===== src/sv/dbpm_fifo.sv =====
// Small flop-based queue between the classifier and the stack engine.
module dbpm_fifo #(
    parameter int WIDTH = 13,
    parameter int DEPTH = 2
) (
    input  logic             i_clk,
    input  logic             i_rst_n,
    input  logic             i_push,
    input  logic [WIDTH-1:0] i_data,
    output logic             o_full,
    input  logic             i_pop,
    output logic             o_valid,
    output logic [WIDTH-1:0] o_data
);
    localparam int PtrW = (DEPTH > 1) ? $clog2(DEPTH) : 1;
    localparam int CntW = $clog2(DEPTH + 1);

    logic [WIDTH-1:0] r_entry [DEPTH];
    logic [PtrW-1:0]  r_wptr, n_wptr;
    logic [PtrW-1:0]  r_rptr, n_rptr;
    logic [CntW-1:0]  r_count, n_count;

    always_comb begin
        n_wptr  = r_wptr;
        n_rptr  = r_rptr;
        n_count = r_count;
        if (i_push) begin
            n_wptr = (r_wptr == PtrW'(DEPTH - 1)) ? '0 : r_wptr + PtrW'(1);
        end
        if (i_pop) begin
            n_rptr = (r_rptr == PtrW'(DEPTH - 1)) ? '0 : r_rptr + PtrW'(1);
        end
        if (i_push && !i_pop) begin
            n_count = r_count + CntW'(1);
        end else if (i_pop && !i_push) begin
            n_count = r_count - CntW'(1);
        end
    end

    always_ff @(posedge i_clk) begin
        if (!i_rst_n) begin
            r_wptr  <= '0;
            r_rptr  <= '0;
            r_count <= '0;
        end else begin
            r_wptr  <= n_wptr;
            r_rptr  <= n_rptr;
            r_count <= n_count;
        end
        if (i_push) begin
            r_entry[r_wptr] <= i_data;
        end
    end

    assign o_full  = (r_count == CntW'(DEPTH));
    assign o_valid = (r_count != '0);
    assign o_data  = r_entry[r_rptr];
endmodule


===== config.mk =====
export PLATFORM = sky130hd
export DESIGN_NAME = dbpm_fifo
export DESIGN_NICKNAME = d
export VERILOG_FILES = /design/src/sv/dbpm_fifo.sv
export SDC_FILE = /design/constraint.sdc
export NUM_CORES = 1
export LEC_CHECK = 0
export BUFFER_PORTS_ARGS = -buffer_cell sky130_fd_sc_hd__buf_4
export CAP_MARGIN = 20
export CORE_MARGIN = 2
export CORE_UTILIZATION = 53
export DETAILED_ROUTE_END_ITERATION = 16
export GPL_TIMING_DRIVEN = 0
export HOLD_SLACK_MARGIN = 0.15
export PLACE_DENSITY = 0.81
export SETUP_SLACK_MARGIN = 0.1
export SLEW_MARGIN = 5
export SYNTH_ARGS = -nofsm -noshare
export SYNTH_HDL_FRONTEND = slang
export SYNTH_SLANG_ARGS = --single-unit
export TNS_END_PERCENT = 100

===== constraint.sdc =====
create_clock -name i_clk -period 2 [get_ports i_clk]
set_input_delay 0 -clock i_clk [delete_from_list [all_inputs] [get_ports i_clk]]
set_output_delay 0 -clock i_clk [all_outputs]
set_load 0.01 [all_outputs]

# Word level (Yosys, flattened, before mapping)
# Memories as Yosys holds them, arrays and structs flattened. A register that Yosys moved wholly into a read port is not among the register bits.
# Cells that the tools add are included.
# totals
register_bits	4
ram_bits	26
in_bits	17
elab_cells	23
n_memories	1
# classes
add_sub_neg	4
eq_ne	1
mux	8
reduce_logical	6
# mem_list
memory	words	word_bits	read_ports	rd_clocked_by_memory_dff	wr	line_no	rtl
r_entry	2	13	1	1	1	18	logic [WIDTH-1:0] r_entry [DEPTH];
# ops
operator	count
$mux 1	6
$mux 2	2
$reduce_bool 2->1	2
$add 1x1->1 const B	2
$add 2x1->2 const B	1
$eq 2x2->1 const B	1
$logic_and 1x1->1	2
$logic_not 1->1	2
$sub 2x1->2 const B	1

# Longest topological paths before layout
# logic_depth
depth_word	4
depth_mapped	5
ltp_nobuf	5

# Least setup slack after synthesis
# No wires, ideal clock.
# synth_timing
path_kind	register -> register
start	reg r_wptr
end	mem r_entry[0][0], enable pin
arrival_time_ps	947
setup_slack_ps	668
path_stages_with_launch	2
n_path_buf	0
period_less_slack_ps	1332
cell_sequence	dfxtp_1 -> nor2b_1
# synth_rtl
item	line_no	rtl
start, declared	19	logic [PtrW-1:0] r_wptr, n_wptr;
start signal, assigned	46	r_wptr <= n_wptr;
end, declared	18	
# No word-level cell before the write port.

==> key figures <==
Global routing
  – Vias in the first global route: 773
  – Initial antenna violation count: 0
  – All-Layer GR Usage: 18.6%
  – GR Overflow Total: 0
  – First-pass GRT wire length: 3.24 mm
  – Largest net degree at the start of global routing: 14

Layout
  – Fillers: 121
  – Inserted Diodes: 0
  – Nets: 135
  – Layout cells sized above 1: 45.8%
  – Final core occ: 81.8%
  – Growth of design area from synthesis to finish: 42.0%

Drt
  – Routed WL per cell: 13.4 µm
  – Vias per cell: 4.77
  – WL met2: 1.07 mm
  – WL final: 1.95 mm
  – Max Used Layer: met4
  – First-pass iteration count of the detailed router: 4
  – Drt first-iter violations: 13
  – M1 WL: 728 µm
  – Residual DRC count: 0
  – Vias: 691
  – WL met3: 103 µm
  – DRT antenna net count: 0

Worst setup path
  – Critical Path Fanout Max: 10
  – Critical Path RT: 2.00 ns
  – Worst R2R End: r_wptr$_SDFFE_PN0P_
  – Register-to-Register Path Depth: 3
  – CP cell instances: buf_2 -> mux2_2 -> buf_4
  – Slowest CP cell: dfxtp_1
  – Reg2reg setup slack: 0.58 ns
  – Critical path type: reg2out
  – Worst setup SP type: register
  – Worst path bufs/invs: 2
  – Crit-path leading delay family: buffers and inverters
  – Reg2reg start: r_wptr$_SDFFE_PN0P_
  – Crit path largest cell delay: 0.40 ns
  – Crit path depth: 3
  – Worst EP arrival: 1.51 ns
  – Worst setup path end: o_data[6]
  – Worst setup EP type: output pin

STA
  – # setup viols final: 0
  – Final WS setup: 0.491 ns
  – Max Freq: 663 MHz
  – Tcrit/Tclk final: 75.5%
  – Fin. max-slew vios: 0
  – Clk_skew: 0.00968 ns
  – Setup TNS: 0 ns
  – Unrepaired setup endpoints after global routing: no
  – Tightest Pin Transition: 0.612 ns
  – Minimum period implied by the final worst setup slack: 1.51 ns
  – Max-Slew Margin vs Limit: 59.2%
  – Final hold vios: 0

Clocking
  – H-tree level count: 2
  – Root Buffer: clkbuf_4
  – CTS tree: yes
  – # Post-CTS Setup Buffers: 0
  – Number of buffers created by CTS: 5
  – Clk buf depth: 2
  – Worst-path clk slew: 0.09 ns
  – Clock sink count: 31
  – Worst-Skew Late Latency: 0.32 ns

Die
  – Row cnt: 16
  – Die area: 2570 µm²
  – Initial Util: 57.6%
  – Core area: 2000 µm²
  – Ports: 32
  – Chip height: 50.7 µm
  – Die X: 50.7 µm

Yosys
  – Register bit count reported by yosys: 31
  – Yosys cell types: 16
  – Post-Syn Instances: 62
  – Mapped Nets: 80
  – Sequential fraction of the synthesis area: 76.4%
  – Post-synth top area share: 67.7%
  – Synth Area per Inst: 18.6 µm²
  – Mapped Area: 1150 µm²
  – Synth Warn #: 0
  – Synth area leader: edfxtp_1
  – Ranking of synthesized cells by area: edfxtp_1, mux2_2, dfxtp_1, and2_1, xor2_1

Placed design
  – Placer Congestion: 0.617
  – Pre-CTS setup slack: 0.761 ns
  – Hpwl dp: 1.20 mm
  – IO buf count: 31

Power and ir drop
  – LEAKAGE: 0.000651 µW
  – Total Power: 1290 µW
  – Peak supply drop: 0.596 mV
  – PD cells: 791 nW/µm²

Status
  – Status: finished clean

Flow run
  – Max-cap violations: 0

Worst hold path
  – Worst Hold Class: in2reg
-- layout by cell type (no fill, tap or decap) --
cell type      instances
o21ai_0                1
a21boi_1               1
and2b_2                1
inv_1                  1
o21a_1                 1
clkbuf_4               5
nor2b_1                2
edfxtp_1              26
or3_1                  1
clkinv_2               1
xor2_1                 2
mux2_2                13
buf_2                  1
ha_1                   1
and2_1                 4
or2_2                  1
buf_4                 32
dlygate4sd3_1         16
clkbuf_1               2
xnor2_1                1
dfxtp_1                5
-- cell families (layout without fill, tap and decap cells) --
| group | Yosys count | after routing | synth area share (%) |
|---|---|---|---|
| adder cells (fa/ha/maj) | 1 | 1 | 1.08 |
| AO/OA/AOI/OAI | 3 | 3 | 1.74 |
| flip-flops | 31 | 31 | 76.4 |
| AND/OR/NAND/NOR | 9 | 9 | 5.10 |
| XOR/XNOR | 3 | 3 | 2.28 |
| multiplexers | 13 | 13 | 12.7 |
| buffers and inverters | 2 | 58 | 0.758 |
-- cell usage after synthesis --
master,n
a21boi_1,1
and2_1,4
and2b_2,1
buf_2,1
dfxtp_1,5
edfxtp_1,26
ha_1,1
inv_1,1
mux2_2,13
nor2b_1,2
o21a_1,1
o21ai_0,1
or2_2,1
or3_1,1
xnor2_1,1
xor2_1,2
-- power breakdown --
part / internal [µW] / switching, µW / total [µW] / leakage (µW)
clock: 137 / 184 / 320 / 0.0000293
sequential: 741 / 16.2 / 758 / 0.000286
combinational: 133 / 84.5 / 217 / 0.000336
-- routing by layer --
layer / global-route usage [%] / up-vias
li1: - / 342
met1: 17.7 / 317
met2: 33.3 / 26
met3: 5.36 / 6
met4: 13.5 / 0
met5: 0 / -
-- repair_timing --
| action | in CTS | in global routing |
|---|---|---|
| endpoints found under the hold margin | 31 | 0 |
| gates resized for setup | 0 | 0 |
| hold buffers | 16 | 0 |
| setup endpoints to repair | 0 | 0 |
-- stage by stage --
step	area (µm²)	cells	hold slack [ns]
after floorplan	1150	62	0.0989
after global placement	1420	120	0.185
after detailed placement	1430	121	0.189
after CTS	1640	145	0.155
after global routing	1640	145	0.171
final	1640	145	0.165
-- registers in the layout, indices dropped and copies added, names as in the netlist, named ones only --
signal,flops
r_entry,26
r_wptr,1
r_rptr,1
r_count,2
-- area by class of cell --
| class | count | area, µm² | share of cell area (%) |
|---|---|---|---|
| sequential | 31 | 881 | 53.8 |
| timing repair buffer | 48 | 400 | 24.4 |
| multi-input combinational | 29 | 264 | 16.1 |
| clock buffer | 7 | 45.0 | 2.75 |
| tap | 27 | 33.8 | 2.06 |
| clock inverter | 1 | 5.00 | 0.306 |
| buffer | 1 | 5.00 | 0.306 |
| inverter | 1 | 3.75 | 0.229 |
-- worst min path at each step --
stage | from | endpoint | slack [ns] | cells after the start
4_1_cts | i_push | r_entry[0][0]$_DFFE_PP_ | 0.16 | 2
3_5_place_dp | i_data[6] | r_entry[0][6]$_DFFE_PP_ | 0.19 | 1
6_report | i_push | r_entry[0][0]$_DFFE_PP_ | 0.16 | 2
5_1_grt | i_push | r_entry[0][1]$_DFFE_PP_ | 0.17 | 2
2_1_floorplan | i_data[0] | r_entry[0][0]$_DFFE_PP_ | 0.1 | 0
3_3_place_gp | i_data[7] | r_entry[0][7]$_DFFE_PP_ | 0.18 | 1
(Power assumes the default switching activity.)
