`config.mk`:
```
export PLATFORM = sky130hd
export DESIGN_NAME = dbpm_front_flat
export DESIGN_NICKNAME = d
export VERILOG_FILES = /design/src/sv/dbpm_pkg.sv /design/src/sv/dbpm_if.sv /design/src/sv/dbpm_front.sv /design/src/flat_wrapper.sv
export SDC_FILE = /design/constraint.sdc
export NUM_CORES = 1
export LEC_CHECK = 0
export ABC_AREA = 1
export BUFFER_PORTS_ARGS = -buffer_cell sky130_fd_sc_hd__clkbuf_2
export CAP_MARGIN = 20
export CORE_UTILIZATION = 38
export DETAILED_ROUTE_END_ITERATION = 12
export SKIP_CTS_REPAIR_TIMING = 1
export SLEW_MARGIN = 20
export SYNTH_ARGS = -nofsm -noshare
export SYNTH_HDL_FRONTEND = slang
export SYNTH_SLANG_ARGS = --single-unit
```
`constraint.sdc`:
```
create_clock -name i_clk -period 1.38 [get_ports i_clk]
set_clock_uncertainty 0.05 [all_clocks]
set_input_delay 0.138 -clock i_clk [delete_from_list [all_inputs] [get_ports i_clk]]
set_output_delay 0.138 -clock i_clk [all_outputs]
set_load 0.01 [all_outputs]
```
`src/sv/dbpm_pkg.sv`:
```
// Shared types and constants for the dot-bracket pair matcher.
package dbpm_pkg;

    localparam int SYM_W           = 8;
    localparam int IDX_W           = 10;
    localparam int DEF_MAX_LEN     = 1024;
    localparam int DEF_QUEUE_DEPTH = 2;

    localparam logic [SYM_W-1:0] SYM_OPEN  = 8'h28;
    localparam logic [SYM_W-1:0] SYM_CLOSE = 8'h29;

    typedef enum logic [1:0] {
        OP_OTHER,
        OP_OPEN,
        OP_CLOSE,
        OP_TOO_LONG
    } t_op;

    typedef enum logic [1:0] {
        ST_OK,
        ST_EMPTY_CLOSE,
        ST_UNCLOSED,
        ST_TOO_LONG
    } t_status;

endpackage

```
`src/sv/dbpm_if.sv`:
```
// Valid/ready channel interfaces for characters in and pair results out.
interface dbpm_in_if;
    import dbpm_pkg::*;

    logic              valid;
    logic              ready;
    logic [SYM_W-1:0]  symbol;
    logic              is_last;

    modport source (output valid, output symbol, output is_last, input ready);
    modport sink   (input valid, input symbol, input is_last, output ready);
endinterface


```
`src/sv/dbpm_front.sv`:
```
// Front end: accept characters, number them and classify each into a stack operation.
module dbpm_front #(
    parameter int MAX_LEN = 1024
) (
    input  logic                                           i_clk,
    input  logic                                           i_rst_n,
    dbpm_in_if.sink                                        i_in,
    input  logic                                           i_full,
    output logic                                           o_push,
    output logic [$bits(dbpm_pkg::t_op)+$clog2(MAX_LEN):0] o_item
);
    import dbpm_pkg::*;

    localparam int StkW = $clog2(MAX_LEN);
    localparam int CntW = $clog2(MAX_LEN + 1);

    logic [CntW-1:0] r_pos, n_pos;
    logic            too_long;
    logic            accept;
    t_op             op;

    assign accept   = i_in.valid && !i_full;
    assign too_long = (r_pos >= CntW'(MAX_LEN));

    always_comb begin
        if (too_long) begin
            op = OP_TOO_LONG;
        end else begin
            case (i_in.symbol)
                SYM_OPEN:  op = OP_OPEN;
                SYM_CLOSE: op = OP_CLOSE;
                default:   op = OP_OTHER;
            endcase
        end
    end

    // Saturate at the length limit; restart numbering after the last character.
    always_comb begin
        n_pos = r_pos;
        if (accept) begin
            if (i_in.is_last) begin
                n_pos = '0;
            end else if (!too_long) begin
                n_pos = r_pos + CntW'(1);
            end
        end
    end

    always_ff @(posedge i_clk) begin
        if (!i_rst_n) begin
            r_pos <= '0;
        end else begin
            r_pos <= n_pos;
        end
    end

    assign i_in.ready = !i_full;
    assign o_push     = accept;
    assign o_item     = {op, i_in.is_last, r_pos[StkW-1:0]};
endmodule

```
`src/flat_wrapper.sv`:
```
// flat-port wrapper written by rule: the top's interface ports become plain ports
module dbpm_front_flat import dbpm_pkg::*;
#(
    parameter int MAX_LEN = 1024
)
  (i_clk, i_rst_n, i_full, o_push, o_item, i_in_valid, i_in_symbol, i_in_is_last, i_in_ready);
  dbpm_in_if i_in_i ();
  input  logic i_clk;
  input  logic i_rst_n;
  input  logic i_full;
  output logic o_push;
  output logic [$bits(dbpm_pkg::t_op)+$clog2(MAX_LEN):0] o_item;
  input wire logic [$bits(i_in_i.valid)-1:0] i_in_valid;
  input wire logic [$bits(i_in_i.symbol)-1:0] i_in_symbol;
  input wire logic [$bits(i_in_i.is_last)-1:0] i_in_is_last;
  output wire logic [$bits(i_in_i.ready)-1:0] i_in_ready;
  assign i_in_i.valid = i_in_valid;
  assign i_in_i.symbol = i_in_symbol;
  assign i_in_i.is_last = i_in_is_last;
  assign i_in_ready = i_in_i.ready;
  dbpm_front #(.MAX_LEN(MAX_LEN)) u_core (.i_clk(i_clk), .i_rst_n(i_rst_n), .i_in(i_in_i), .i_full(i_full), .o_push(o_push), .o_item(o_item));
endmodule
```
-- After elaboration in Yosys (flattened, before gate mapping)
Cells that the tools add are included.
- register bits: 11
- input bits: 13
- output and inout port bits: 15
- word-level logic and storage cells: 13
- $add $sub $neg: 1
- order comparisons: 1
- equal/unequal tests: 3
- muxes and demuxes: 4
- reduce and logical (&&, ||, !) cells: 3
- operators with widths (cell ; count):
    two-way mux 11 bit ; 2
    == test 8 x 6 -> 1 bit, second input constant ; 2
    adder 11 x 1 -> 11 bit, second input constant ; 1
    >= comparator 11 bit, second input constant ; 1
    case mux 2 bit (2 select lines) ; 1
    two-way mux 2 bit ; 1
    inequality test 2 bit, second input constant ; 1
    AND reduction 2 bit ; 1
    logical AND 1 bit ; 1
    zero test 1 bit ; 1

-- Depth between registers and ports, before layout
- depth in word-level cells: 3
- depth in mapped cells: 7
- depth with buffers taken out: 7

-- Worst setup path before layout
Ideal clock, no wire load.
- kind: register -> register
- from: register u_core.r_pos[0]
- to: register u_core.r_pos[6]
- setup time: 0.115 ns
- data arrival time: 1.096 ns
- data required time: 1.215 ns
- slack: 0.119 ns
- cell stages (with the launch flop): 7
- buffers on the path: 0
- cell sequence: dfxtp_1 ha_1 inv_1 nor3_2 nand2_1 o21ai_1 nor2_1
- longest elaborated chain between the ends: 3
- elaborated cells between the ends (all ways): 6
- RTL lines (item ; RTL line ; source):
    from (decl) ; dbpm_front.sv:17 ; logic [CntW-1:0] r_pos, n_pos;
    from (signal assigned) ; dbpm_front.sv:53 ; r_pos <= n_pos;
    adder 11 x 1 -> 11 bit / >= comparator 11 bit (equally long branches) ; dbpm_front.sv:44, dbpm_front.sv:23 ;
    two-way mux 11 bit / inequality test 2 bit (equally long branches) ; n/a ;
    two-way mux 11 bit / AND reduction 2 bit (equally long branches) ; n/a ;
Parallel ways exist; a longest one is shown, timed or not. The select of a mux whose other input is x is not followed.
A chain may end at the register's enable or synchronous reset.

-- Worst setup path in the final report
Same ends and word-level chain as after synthesis.

==> reports/qor.yml <==
status:
  status: "finished clean"
die:
  rows: 15
  ios: 28
  dieArea_mm2: 0.00215
  start_util_pct: 42.0
  die_x_um: 46.4
  die-height_um: 46.4
  core-area_mm2: 0.00178
routing:
  drt_first_pass_iters: 4
  viasPerCell: 4.53
  drt_iter0_drc: 9
  antenna_left: 0
  wl_per_cell_um: 9.05
  routed_wl_mm: 1.40
  drc_errors: 0
  vias: 702
layout:
  antenna_cells: 0
  multi_input_area_um2: 385
  fillCellCount: 183
  nNetsFinal: 146
  area_growth_pct: 16.7
  fin_area_um2: 873
  largest_register_ffs: 11
  regMostFlops: "u_core.r_pos"
  seqCellArea_um2: 220
  reg.largest.list: "u_core.r_pos (11)"
  drive_above_1_share_pct: 35.4
setup_path:
  arrival_ns: 1.32
  cp-startpoint: "u_core.r_pos[0]"
  worstSetupStartpointType: "register"
  critical_path.cell_chain: "ha_1, inv_1, nor3_2, nand2_1, o21ai_1, nor2_1"
  reg2reg_depth: 6
  worst-setup-path-type: "register to register"
  cp-end-kind: "register"
  cpPeakStageDelay_ns: 0.33
  timing.rr.end: "u_core.r_pos[6]"
  crit_required_ns: 1.49
  crit_path_max_fanout: 3
  r2r_start: "u_core.r_pos[0]"
  slowest_stage: "dfxtp_1"
  r2r_slack_ns: 0.17
place:
  place_area_um2: 847
  numPortBuffers: 27
  dp_hpwl_mm: 1.14
  globalplace.congestion: 0.719
pwr:
  switchingPower_uw: 144
  power.density_mw_per_mm2: 694
  p_leak_nw: 0.405
  switching_share_pct: 23.8
  clockPowerShare_pct: 35.1
  power_frac_comb_pct: 12.2
  intPower_uw: 462
  p_seq_share_pct: 52.8
  ir_worst_vdd_mv: 0.583
synthesis:
  synth_adder_area_share_pct: 3.34
  async_reset_ff_share_pct: 0
  ys_ff_latch: 11
  synth_ff_type: "dfxtp_1"
  yosysWarnings: 0
  synth_top_area_share_pct: 29.4
  yosysTopAreaCell: "dfxtp_1"
  synth_edf_count: 0
  synth_top_cells_by_area: "dfxtp_1 29%, buf_4 11%, nand2_1 9.0%"
  synth-xor-area-share_pct: 0
  synth_fp_nets: 123
  synth.distinct_cells: 23
  synth_compound_area_share_pct: 8.19
  synth_top_family_by_area: "simple AND/OR/NAND/NOR gates"
  synthSimpleGateAreaFrac_pct: 40.0
  syn_avg_cell_area_um2: 6.93
  synth_mux_area_share_pct: 0
  netlist_instances: 108
  ys_seq_area_share_pct: 29.4
  synth_area_um2: 748
global_routing:
  overflow: 0
  grt_pass1_vias: 591
  antenna_found_initial: 0
  gr-usage-all-layers_pct: 14.9
  grt_pass1_wl_mm: 2.28
  grt_max_degree: 11
sta:
  hold_viol: 0
  finalCritPeriodShare_pct: 87.5
  relSlewSlack_pct: 83.9
  final_max_slew_viol_count: 0
  fin_setup_tns_ns: 0
  finalCriticalPeriod_ns: 1.21
  tightestPinTransition_ns: 0.241
  setup_viol: 0
  timing.fmax_ghz: 0.829
  rsz0062_at_grt: "no"
clock_network:
  numCtsBuffers: 3
  cts_max_path_buffers: 2
  cts_tree: "done"
  clock-root-buffer: "clkbuf_4"
  cts.sinks: 11
  clkLatencyLatePin_ns: 0.26
  cts.clk_slew.worst_paths_ns: 0.07
  cts_max_level: 1
min_path:
  min_path_type: "input port to register"
  whs_path_depth: 3
  hp-start: "i_rst_n"
  holdPathEnd: "u_core.r_pos[1]"
flow_run:
  maxCapViolCount: 0
[worst max path at each step]
stage	endpoint	slack, ns	depth (start not counted)
finish	u_core.r_pos[6]	0.17	6
CTS	u_core.r_pos[6]	0.09	6
detailed placement	u_core.r_pos[6]	0.10	6
global placement	u_core.r_pos[6]	0.16	6
global route	u_core.r_pos[6]	0.06	6
floorplan	u_core.r_pos[6]	0.12	6
[cells in the mapped netlist, types with 2 or more instances]
cell and n:
a21oi_1 5, buf_4 11, dfxtp_1 11, ha_1 2
inv_1 13, inv_2 3, nand2_1 18, nand3_1 6
nand3_2 3, nand4_1 2, nor2_1 17, nor2_2 3
nor3_1 2, o21ai_0 2, o21ai_1 2
[power by group through the flow]
stage	combinational [mW]	clock [mW]	sequential [mW]
3_3_place_gp	0.0729	0	0.327
3_5_place_dp	0.0739	0	0.327
2_1_floorplan	0.0413	0	0.328
5_1_grt	0.0821	0.239	0.320
4_1_cts	0.0742	0.219	0.320
6_report	0.0738	0.213	0.320
[worst max-delay path: cells and delay by family (launching register included)]
family / cells / cell delay [ns]
adder cells (fa/ha/maj): 1 / 0.21
flip-flops: 1 / 0.33
buffers and inverters: 1 / 0.08
AND/OR/NAND/NOR: 3 / 0.31
AO/OA/AOI/OAI: 1 / 0.13
[layout make-up]
class / instances / share of cell area, %
flip-flops and latches: 11 / 25.2
inverters: 16 / 6.88
well taps: 25 / 3.58
multi-input cells: 70 / 44.1
repair buffers: 29 / 17.2
clock buffers: 4 / 3.01
[stage by stage]
stage | cells | utilization [%] | worst slack (ns) | power, mW | hold slack (ns)
floorplan | 108 | - | 0.119 | 0.369 | 0.220
global placement | 151 | 47.5 | 0.157 | 0.400 | 0.343
detailed placement | 151 | 47.5 | 0.104 | 0.401 | 0.345
CTS | 155 | 49.0 | 0.0927 | 0.613 | 0.0623
global route | 155 | 49.0 | 0.0562 | 0.640 | 0.0841
finish | 155 | 49.0 | 0.173 | 0.606 | 0.0736
[cell usage in the layout (no fill, tap or decap)]
cell type  netlist  routed
clkbuf_1         0       1
nor3b_1          1       1
dfxtp_1         11      11
clkbuf_2         0      27
nor2_8           1       1
nor3_1           2       2
ha_1             2       2
clkbuf_4         0       3
nor2_1          17      17
and3_1           1       1
buf_4           11       2
nand4_1          2       2
nor3_2           1       1
a21oi_1          5       5
nor2_4           1       1
o21ai_1          2       2
nand2_1         18      18
o21ai_0          2       2
nor2_2           3       3
inv_2            3       3
o21bai_1         1       1
nand3_2          3       3
nand2_4          1       1
nand3_1          6       6
inv_1           13      13
o21ai_2          1       1
[metal layers]
layer	share of wire, %	wire length [um]	global-route usage [%]	vias to the layer above
met5	0	0	0	-
met1	48	672	17.0	302
met4	0.64	9	3.53	0
met2	45	637	24.7	22
li1	-	-	-	376
met3	5.8	82	7.06	2
[logic make-up after synthesis]
family,Yosys count
and+or+nand+nor,57
buffers and inverters,27
adders and majority gates,2
DFF,11
AOI/OAI and AO/OA,11
Power figures use the tool's default switching activity.
